<file path="config.mk">
export PLATFORM = sky130hd
export DESIGN_NAME = prhc_ctrl
export DESIGN_NICKNAME = d
export VERILOG_FILES = /design/src/rtl/prhc_pkg.sv /design/src/rtl/prhc_ctrl.sv
export SDC_FILE = /design/constraint.sdc
export NUM_CORES = 1
export LEC_CHECK = 0
export ABC_AREA = 1
export BUFFER_PORTS_ARGS = -buffer_cell sky130_fd_sc_hd__buf_4
export CORE_AREA = 2 2 39 41
export DETAILED_ROUTE_END_ITERATION = 6
export DIE_AREA = 0 0 41 43
export GPL_ROUTABILITY_DRIVEN = 0
export PLACE_DENSITY = 0.73
export SKIP_LAST_GASP = 1
export SYNTH_ARGS = -nofsm -noshare
export SYNTH_HDL_FRONTEND = slang
export SYNTH_SLANG_ARGS = --single-unit
</file>
<file path="constraint.sdc">
create_clock -name clock -period 2.7 [get_ports clock]
set_input_delay 0 -clock clock [delete_from_list [all_inputs] [get_ports clock]]
set_output_delay 0 -clock clock [all_outputs]
set_load 0.02 [all_outputs]
</file>
<file path="src/rtl/prhc_pkg.sv">
// ----------------------------------------------------------------------------
// prhc_pkg
// Types, constants and command structures for the polygon region heading cost
// block.
// ----------------------------------------------------------------------------
package prhc_pkg;

   localparam int DefMaxRegions  = 8;
   localparam int DefMaxVertices = 16;
   localparam int DefMaxSteps    = 64;

   localparam logic signed [17:0] AngPi    = 18'sd25736;
   localparam logic signed [17:0] AngTwoPi = 18'sd51472;

   localparam int ReqDataW = 112;
   localparam int RspDataW = 40;

   typedef enum logic [1:0] {
      MODE_VERTEX = 2'd0,
      MODE_ATTR   = 2'd1,
      MODE_POSE   = 2'd2,
      MODE_YAW    = 2'd3
   } mode_type;

   typedef enum logic [1:0] {
      CSR_ENABLE       = 2'd0,
      CSR_COST_POWER   = 2'd1,
      CSR_REGION_COUNT = 2'd2,
      CSR_UNUSED       = 2'd3
   } csr_index_type;

   typedef enum logic [3:0] {
      ST_IDLE,
      ST_REGION,
      ST_EDGE_RD,
      ST_EDGE_WAIT,
      ST_EDGE_MUL,
      ST_EDGE_CMP,
      ST_POSE_DONE,
      ST_COST_BASE,
      ST_COST_DIV,
      ST_COST_POW_MUL,
      ST_COST_POW_ADD,
      ST_COST_DONE,
      ST_OUT
   } state_type;

   // controller to datapath commands
   typedef struct packed {
      logic capture;       // latch the request payload
      logic do_load;       // perform a vertex or attribute write
      logic do_yaw;        // accumulate one yaw sample
      logic pose_start;    // clear search state
      logic edge_read;     // issue vertex reads for the current edge
      logic edge_mul;      // form cross products
      logic edge_cmp;      // compare and toggle parity
      logic region_next;   // advance region, clear parity
      logic pose_found;    // take current region as active
      logic base_start;    // form dividend and start divider
      logic div_step;      // one restoring division step
      logic pow_init;      // set accumulator to one
      logic pow_mul;       // form acc * base
      logic pow_add;       // round, shift, clamp
      logic make_pose_rsp; // load pose result
      logic make_cost_rsp; // load cost result
   } cmd_type;

   typedef struct packed {
      mode_type mode;
      logic     last_sample;
      logic     region_valid;  // current region can hold a point
      logic     region_more;   // current region below the limit
      logic     edge_last;     // current edge is the final one
      logic     parity;        // parity of current region
      logic     div_done;
      logic     pow_done;
      logic     cost_zero;     // cost forced to zero
   } sts_type;

endpackage

</file>
<file path="src/rtl/prhc_ctrl.sv">
// ----------------------------------------------------------------------------
// prhc_ctrl
// Controller: sequences loads, the region and edge walk of a pose search and
// the division and power steps of a trajectory cost.
// ----------------------------------------------------------------------------
module prhc_ctrl import prhc_pkg::*; (
   input  logic    clock,
   input  logic    reset,
   input  logic    req_fire,
   input  logic    rsp_fire,
   input  sts_type sts,
   output cmd_type cmd,
   output logic    busy,
   output logic    rsp_pending
);
   state_type state_ff, state_in;

   always_ff @(posedge clock) begin
      if (reset) begin
         state_ff <= ST_IDLE;
      end else begin
         state_ff <= state_in;
      end
   end

   always_comb begin
      state_in    = state_ff;
      cmd         = '0;
      busy        = 1'b1;
      rsp_pending = 1'b0;
      unique case (state_ff)
         ST_IDLE: begin
            busy = 1'b0;
            if (req_fire) begin
               cmd.capture = 1'b1;
               state_in = ST_REGION;
            end
         end
         ST_REGION: begin
            // first cycle after capture also dispatches on mode
            unique case (sts.mode)
               MODE_VERTEX, MODE_ATTR: begin
                  cmd.do_load = 1'b1;
                  state_in = ST_IDLE;
               end
               MODE_YAW: begin
                  cmd.do_yaw = 1'b1;
                  if (sts.last_sample) begin
                     state_in = ST_COST_BASE;
                  end else begin
                     state_in = ST_IDLE;
                  end
               end
               MODE_POSE: begin
                  cmd.pose_start = 1'b1;
                  state_in = ST_EDGE_RD;
               end
               default: state_in = ST_IDLE;
            endcase
         end
         ST_EDGE_RD: begin
            priority if (!sts.region_more) begin
               state_in = ST_POSE_DONE;
            end else if (!sts.region_valid) begin
               cmd.region_next = 1'b1;
            end else begin
               cmd.edge_read = 1'b1;
               state_in = ST_EDGE_WAIT;
            end
         end
         ST_EDGE_WAIT: state_in = ST_EDGE_MUL;
         ST_EDGE_MUL: begin
            cmd.edge_mul = 1'b1;
            state_in = ST_EDGE_CMP;
         end
         ST_EDGE_CMP: begin
            cmd.edge_cmp = 1'b1;
            state_in = sts.edge_last ? ST_COST_DONE : ST_EDGE_RD;
         end
         ST_COST_DONE: begin
            // region finished: parity settled
            if (sts.parity) begin
               cmd.pose_found = 1'b1;
               state_in = ST_POSE_DONE;
            end else begin
               cmd.region_next = 1'b1;
               state_in = ST_EDGE_RD;
            end
         end
         ST_POSE_DONE: begin
            cmd.make_pose_rsp = 1'b1;
            state_in = ST_OUT;
         end
         ST_COST_BASE: begin
            cmd.base_start = 1'b1;
            state_in = ST_COST_DIV;
         end
         ST_COST_DIV: begin
            cmd.div_step = 1'b1;
            if (sts.div_done) begin
               state_in = ST_COST_POW_MUL;
               cmd.pow_init = 1'b1;
               cmd.div_step = 1'b0;
            end
         end
         ST_COST_POW_MUL: begin
            if (sts.pow_done) begin
               cmd.make_cost_rsp = 1'b1;
               state_in = ST_OUT;
            end else begin
               cmd.pow_mul = 1'b1;
               state_in = ST_COST_POW_ADD;
            end
         end
         ST_COST_POW_ADD: begin
            cmd.pow_add = 1'b1;
            state_in = ST_COST_POW_MUL;
         end
         ST_OUT: begin
            rsp_pending = 1'b1;
            if (rsp_fire) begin
               state_in = ST_IDLE;
            end
         end
         default: state_in = ST_IDLE;
      endcase
   end
endmodule

</file>
==> metrics.cfg, run 1 <==
[global_routing]
track_usage_pct = 17.37
grt_max_degree = 7
antenna_found_initial = 0
grt_pass1_wl_mm = 2.083
grt_pass1_vias = 563
grt_overflow_total = 0

[finish]
regMostFlops = state_ff
drive_gt1_share_pct = 29.85
final_common_cell = buf_4
antenna_cells = 0
fin_nets = 150
design_area_um2 = 765.7
largest_reg_flops = 4
reg_top3 = state_ff (4)
areaGrowthSynthToFinish_pct = 56.92
final_cell_mix = buf_4 (30), nand2_1 (26), nor2_1 (23), inv_1 (22), nand3_1 (10)
instances_no_fill = 150

[setup_path]
reg2reg_to = state_ff[3]
cp.arrival_ns = 1.38
rrSetupSlack_ns = 1.45
reg2reg_depth = 7
path_max_fanout = 6
reg2reg_from = state_ff[3]
path_class = flip-flop to output pin
cp-start-kind = flip-flop
cp.required_ns = 2.70
end_kind = output pin

[outcome]
status = finished clean

[drt]
met1_length_um = 580
wl_mm = 1.301
route.detailed.drc = 0
vias_per_cell = 4.600
wl_met2_um = 617
maxUsedRoutingLayer = met4
wl_met3_um = 80
dr.pass1.iters = 4
avgRoutedWirePerCell_um = 8.673
postRouteAntennaNets = 0
dr.first_iter.drc_count = 10
vias = 690

[place]
dpl.hpwl_mm = 1.128
placed_area_um2 = 733.2
dp_slack_ns = 1.453
portBuffers = 30
placedCellCount = 146

[floorplanning]
rows = 14
die_width_um = 41
die_h_um = 43
dieArea_um2 = 1763
core_area_um2 = 1384
io_pins = 32
initial_core_util_pct = 35.26

[sta]
setup-tns-final_ns = 0
rsz0062_at_grt = no
maxSlewViolCount = 0
relSlewSlack_pct = 83.55
hold_violations = 0
min_period_ns = 1.378
max_freq_mhz = 725.4
clock_skew_ns = 0.001558
finalSetupViolCount = 0
worstMarginPinSlew_ns = 0.2464
fin_ws_ns = 1.322
fin_crit_sh_pct = 51.06

[pwr]
finalPower_w = 0.0006182
p_leak_nw = 0.4911
powerDensity_nw_per_um2 = 807.3
irDropWorstVdd_uv = 370.9

[synthesis]
syn-cell-area_um2 = 488.0
yosys.cell_types.count = 14
synth_fp_nets = 114
ys_seq_area_share_pct = 16.41
synth_cells = 100
syn_area_per_cell_um2 = 4.880
synth_warnings = 0
synth-seq-cells = 4

[clocking]
cts_tree = done
clock_latency_ns = 0.24
cts-htree-levels = 1
clockBufferDepth = 2
clk_pin_slew_ns = 0.03
root_buffer = clkbuf_4
cts_setup_buffers = 0
cts.sink_count = 4
cts_buffers = 3

[worst_hold_path]
hold_depth = 4
min_from = sts[1]
whs_endpoint = state_ff[1]
hold_class = primary input to flip-flop

[job]
drv_cap = 0

-- area by class of cell --
type,count,area (um^2)
Timing Repair Buffer,31,235.2
Fill cell,159,618.1
Multi-Input combinational cell,73,321.6
Sequential cell,4,80.08
Clock buffer,3,22.52
Inverter,23,86.33
Tap cell,16,20.02
-- metrics by stage --
step           util (%)  hold WS (ns)
2_1_floorplan         -       0.06907
5_1_grt           55.33       0.08541
6_report          55.33       0.06864
4_1_cts           55.33       0.07115
3_3_place_gp      52.98        0.1922
3_5_place_dp      52.98        0.1903
-- metal layers --
| metal | up-vias | global-route usage (%) |
|---|---|---|
| met3 | 2 | 3.141 |
| met1 | 294 | 22.83 |
| met4 | 0 | 10.00 |
| met2 | 24 | 25.31 |
| li1 | 370 | - |
| met5 | - | 0 |
-- synthesized netlist by cell type, drive strengths merged --
master,count,area (um^2)
a21oi,2,10.01
a31oi,1,6.260
dfxtp,4,80.08
inv,23,86.33
nand2,27,103.9
nand3,10,50.05
nand4,1,12.51
nor2,27,111.4
nor3,2,10.01
o211ai,1,7.510
o21ai,2,10.01
-- cells by family (layout without fill, tap and decap cells) --
| logic type | count (synthesis) | in the layout | synth area share, % |
|---|---|---|---|
| buffers and inverters | 23 | 57 | 17.69 |
| AOI/OAI and AO/OA | 6 | 6 | 6.925 |
| and+or+nand+nor | 67 | 67 | 58.97 |
| DFF | 4 | 4 | 16.41 |
-- how the worst max path moves through the flow --
stage / start / to / slack, ns / cells after the start
after global routing: state_ff[3] / cmd[13] / 1.21 / 6
after global placement: state_ff[1] / state_ff[3] / 1.47 / 7
final: state_ff[1] / cmd[8] / 1.32 / 5
after floorplan: state_ff[2] / state_ff[3] / 1.54 / 8
after CTS: state_ff[1] / cmd[8] / 1.32 / 5
after detailed placement: state_ff[1] / state_ff[3] / 1.45 / 7
-- critical path, cell delays in order (launching register included) --
cell and delay (ns):
dfxtp_1 0.41, inv_1 0.08, nor2_1 0.20, nand3_1 0.17, o21ai_0 0.12, buf_4 0.16
-- power by group --
group          switching, W  leakage, nW  internal (W)  total [W]
sequential        0.0000329       0.0328     0.0000815   0.000114
clock             0.0000239       0.0138     0.0000497  0.0000736
combinational      0.000271        0.444      0.000159   0.000430
total              0.000328        0.491      0.000290   0.000618
-- timing repair --
item / in CTS / in global routing
resized for setup: 0 / 0
hold buffers: 1 / 0
hold endpoints to repair: 3 / 0
Power figures use the tool's default switching activity.
==> run 2: changes to the inputs <==
==> constraint.sdc (replaced) <==
create_clock -name clock -period 1.4 [get_ports clock]
set_input_delay 0 -clock clock [delete_from_list [all_inputs] [get_ports clock]]
set_output_delay 0 -clock clock [all_outputs]
set_load 0.02 [all_outputs]
==> run 2 against run 1 <==
Critical path depth stayed put. Critical endpoint unchanged. First-iteration DRC count is 30% higher. Die area stayed put. Sequential cell count stayed put. Hold slack better by 0.0011 ns. Largest cell class unchanged. Count of clock-buffer cells in the layout stayed put. Total power is 99% higher. Non-clock buffer count stayed put. Clock power is 100% higher. Cell count stayed put. Sequential share of layout area is 0.15 points higher. Global-route usage is 0.30 points higher.
==> metrics.cfg, run 2 (synthesis results as in run 1) <==
[outcome]
status = finished clean

[finish]
final_util_pct = 56.24
multi_input_area_um2 = 331.6
final_cell_mix = buf_4 (30), nand2_1 (25), inv_1 (22), nor2_1 (20), nand3_1 (10)
reg_top3 = state_ff (4)
drive_gt1_share_pct = 34.33
final_common_cell = buf_4
areaGrowthSynthToFinish_pct = 59.49
largest_reg_flops = 4
antenna_cells = 0
fin_nets = 150
regMostFlops = state_ff
fill_cells = 150
seqCellArea_um2 = 82.58

[pwr]
irDropWorstVdd_uv = 770.9
p_leak_nw = 0.4923
finalPower_w = 0.001231
powerDensity_nw_per_um2 = 1581

[sta]
maxSlewViolCount = 0
min_period_ns = 1.336
worstMarginPinSlew_ns = 0.2384
relSlewSlack_pct = 84.09
finalSetupViolCount = 0
clock_skew_ns = 0.002937
rsz0062_at_grt = yes
whs_ns = 0.06975
hold_violations = 0
max_freq_mhz = 748.5
fin_crit_sh_pct = 95.43
setup-tns-final_ns = 0

[floorplanning]
die_width_um = 41
rows = 14
io_pins = 32
core_area_um2 = 1384
die_h_um = 43
initial_core_util_pct = 35.26
dieArea_um2 = 1763

[setup_path]
path_class = flip-flop to output pin
cp.required_ns = 1.40
slowest_stage = dfxtp_1
cp.arrival_ns = 1.34
crit_family = flip-flops
path_buf_inv = 2
path_cells = inv_1 -> nor2_2 -> nand3_1 -> o21ai_0 -> buf_4
path_max_fanout = 6
cp-start-kind = flip-flop
max_stage_delay_ns = 0.42
end_kind = output pin

[drt]
vias_per_cell = 4.540
postRouteAntennaNets = 0
dr.first_iter.drc_count = 13
vias = 681
wl_mm = 1.421
route.detailed.drc = 0
avgRoutedWirePerCell_um = 9.473
dr.pass1.iters = 4

[job]
drv_cap = 0

[global_routing]
grt_overflow_total = 0
grt_pass1_wl_mm = 2.118
track_usage_pct = 17.67
grt_pass1_vias = 576
grt_max_degree = 7
antenna_found_initial = 0

[clocking]
cts-htree-levels = 1
cts_buffers = 3
cts_tree = done
clk_pin_slew_ns = 0.04
root_buffer = clkbuf_4
clockBufferDepth = 2
cts.sink_count = 4
clock_latency_ns = 0.24

[place]
portBuffers = 30
dpl.hpwl_mm = 1.143

[worst_hold_path]
hold_class = primary input to flip-flop

run 2: cell counts in the layout (fill, tap and decap cells not counted):
No cell type changed its count.
run 2: routing by layer:
metal / track usage, % / part of all wire [%]
met1: 21.22 / 42
met2: 27.81 / 51
met3: 3.141 / 5.6
met4: 10.00 / 1.7
met5: 0 / 0
run 2: power by group:
part           leakage [nW]  internal (W)  switching, W
Clock                0.0138     0.0000962     0.0000521
Combinational         0.445      0.000315      0.000535
Sequential           0.0336      0.000162     0.0000711
run 2: through the flow:
step	area (um^2)	std cells	setup WS (ns)
2_1_floorplan	488.0	100	0.2413
3_3_place_gp	733.2	146	0.2043
3_5_place_dp	733.2	146	0.1874
4_1_cts	765.7	150	0.02351
5_1_grt	778.2	150	-0.04165
6_report	778.2	150	0.06405
run 2: path summary, 6_finish.rpt:
check / depth (start not counted) / endpoint / startpoint / slack, ns
worst min-delay path: 4 / state_ff[1] / sts[1] / 0.07
worst max register to register: 7 / state_ff[3] / state_ff[1] / 0.21
worst max-delay path: 5 / cmd[8] / state_ff[1] / 0.06
worst min register to register: 4 / state_ff[3] / state_ff[3] / 0.68
run 2: tightest hold or removal path: stages:
cell and delay [ns]:
buf_4 0.08, inv_1 0.03, nand2_1 0.07, a31oi_1 0.08
run 2: area by class of cell:
type	instances	area share (%)
tap	16	2.572
sequential	4	10.61
clock buffer	3	2.894
inverter	23	11.09
multi-input combinational	73	42.60
timing repair buffer	31	30.23
run 2: timing repair:
| item | in CTS | in global routing |
|---|---|---|
| hold buffers | 1 | 0 |
| hold endpoints to repair | 3 | 0 |
| endpoints found under the setup margin | 0 | 7 |
| setup buffers | 0 | 0 |
| resized for setup | 0 | 6 |
==> run 3: changes to the inputs <==
--- a/config.mk
+++ b/config.mk
@@ -5,13 +5,12 @@
 export SDC_FILE = /design/constraint.sdc
 export NUM_CORES = 1
 export LEC_CHECK = 0
-export ABC_AREA = 1
 export BUFFER_PORTS_ARGS = -buffer_cell sky130_fd_sc_hd__buf_4
 export CORE_AREA = 2 2 39 41
 export DETAILED_ROUTE_END_ITERATION = 6
 export DIE_AREA = 0 0 41 43
 export GPL_ROUTABILITY_DRIVEN = 0
-export PLACE_DENSITY = 0.73
+export PLACE_DENSITY = 0.75
 export SKIP_LAST_GASP = 1
 export SYNTH_ARGS = -nofsm -noshare
 export SYNTH_HDL_FRONTEND = slang
==> run 3 against run 2 <==
Register-to-register slack worse by 0.03 ns. Cell count shrank 11%. Total power rose by 40%. Critical path depth decreased by 1. Setup slack worse by 0.020 ns. Routed wire length up 15%. Critical endpoint is now cmd[13]. Hold slack improved by 0.012 ns. Via count rose by 6.9%. Clock power down 3%.
==> metrics.cfg, run 3 <==
[floorplanning]
die_h_um = 43
io_pins = 32
dieArea_um2 = 1763
initial_core_util_pct = 37.07
rows = 14
die_width_um = 41
core_area_um2 = 1384

[drt]
dr.first_iter.drc_count = 10
wl_mm = 1.635
postRouteAntennaNets = 0
avgRoutedWirePerCell_um = 12.20
vias = 728
vias_per_cell = 5.433
route.detailed.drc = 0
dr.pass1.iters = 4

[synthesis]
ys.flop_type = dfxtp_1
yosys-top-cells-area = dfxtp_1 (16%), nor2_1 (9.5%), nor3_1 (7.8%)
synthArstFlopShare_pct = 0
synth_cells = 77
synth_fp_nets = 91
synth_commonest_cells = nor2_1 (13), nor3_1 (8), nand2_1 (7)
synth-seq-cells = 4
synth_area_leader_cell = dfxtp_1
synth_top_area_share_pct = 15.61
ys_seq_area_share_pct = 15.61
synth_warnings = 0
yosys.cell_types.count = 31
syn_area_per_cell_um2 = 6.662
synth_enable_flop_cells = 0
synth_most_common_cell = nor2_1
syn-cell-area_um2 = 513.0

[pwr]
powerDensity_nw_per_um2 = 1962
irDropWorstVdd_uv = 999.8
p_leak_nw = 0.4008

[place]
dpl.hpwl_mm = 1.240
portBuffers = 30
dp_slack_ns = 0.03721

[finish]
final_common_cell = buf_4
reg_top3 = state_ff (4)
fin_nets = 134
drive_gt1_share_pct = 48.31
regMostFlops = state_ff
final_cell_mix = buf_4 (41), nor2_1 (12), nor3_1 (8), nand2_1 (7)
areaGrowthSynthToFinish_pct = 71.46
largest_reg_flops = 4
antenna_cells = 0

[setup_path]
rrSetupSlack_ns = 0.18
reg2reg_to = state_ff[1]
end_kind = output pin
cp.arrival_ns = 1.36
path_max_fanout = 7
path_class = flip-flop to output pin
reg2reg_from = state_ff[3]
reg2reg_depth = 5
cp.required_ns = 1.40
cp-start-kind = flip-flop

[sta]
max_freq_mhz = 737.4
clock_skew_ns = 0.005513
finalSetupViolCount = 0
relSlewSlack_pct = 81.51
worstMarginPinSlew_ns = 0.2766
fin_ws_ns = 0.04395
maxSlewViolCount = 0
fin_crit_sh_pct = 96.86
rsz0062_at_grt = yes
min_period_ns = 1.356
setup-tns-final_ns = 0
whs_ns = 0.08126
hold_violations = 0

[clocking]
clk_pin_slew_ns = 0.03
clock_latency_ns = 0.24
cts.sink_count = 4
cts-htree-levels = 1
cts_buffers = 3
cts_tree = done
root_buffer = clkbuf_4
clockBufferDepth = 2

[job]
drv_cap = 0

[global_routing]
grt_overflow_total = 0
grt_max_degree = 13
antenna_found_initial = 0
grt_pass1_wl_mm = 2.649
track_usage_pct = 21.16
grt_pass1_vias = 667

[worst_hold_path]
hold_depth = 3
hold_class = primary input to flip-flop
min_from = req_fire
whs_endpoint = state_ff[3]

[outcome]
status = finished clean

-- run 3: worst max-delay path by stage --
| stage | from | end | depth (start not counted) |
|---|---|---|---|
| finish | state_ff[3] | cmd[13] | 4 |
| global route | state_ff[3] | cmd[12] | 5 |
| CTS | state_ff[0] | cmd[4] | 4 |
| detailed placement | state_ff[3] | state_ff[3] | 3 |
| global placement | state_ff[3] | state_ff[0] | 4 |
| floorplan | state_ff[0] | state_ff[2] | 5 |
-- run 3: cell families after synthesis --
group / count (synthesis) / synth area share (%)
compound gates: 16 / 20.00
simple gates: 49 / 55.37
flops: 4 / 15.61
buf+inv: 8 / 9.025
-- run 3: timing repair --
item | 4_1_cts | 5_1_grt
cloned | 0 | 0
resized for setup | 5 | 6
setup buffers | 0 | 3
hold endpoints to repair | 2 | 0
setup endpoints to repair | 8 | 9
hold buffers | 1 | 0
pin swaps | 0 | 2
-- run 3: report_power, final --
group | leakage [nW] | switching, W | internal, W
Clock | 0.0138 | 0.0000472 | 0.0000959
Combinational | 0.352 | 0.000638 | 0.000617
Sequential | 0.0350 | 0.000136 | 0.000191
Total | 0.401 | 0.000821 | 0.000904
-- run 3: final cells by class --
cell class | count | area (um^2)
clock buffers | 3 | 22.52
fillers | 131 | 504.2
multi-input cells | 65 | 405.4
inverters | 2 | 7.507
repair buffers | 44 | 334.1
well taps | 16 | 20.02
flip-flops and latches | 4 | 90.09
-- run 3: critical path: stages (launching register included) --
cell	delay [ns]
dfxtp_4	0.37
nor4b_4	0.30
buf_4	0.17
and3_1	0.17
buf_6	0.12
-- run 3: layer usage --
metal  track usage (%)  share of wire [%]  routed length [um]  vias up
met5                 0                  0                   0        -
met4             5.333                  0                   0        0
met3             7.853                8.0                 130        0
met2             33.13                 49                 809       29
met1             26.28                 43                 695      331
li1                  -                  -                   -      368
-- run 3: per-stage QoR --
step,power [W],utilization [%],area (um^2),std cells
floorplan,0.001036,-,519.2,77
global route,0.001882,63.56,879.6,134
CTS,0.001629,60.76,840.8,131
finish,0.001726,63.56,879.6,134
global placement,0.001429,57.87,800.8,127
detailed placement,0.001447,57.87,800.8,127
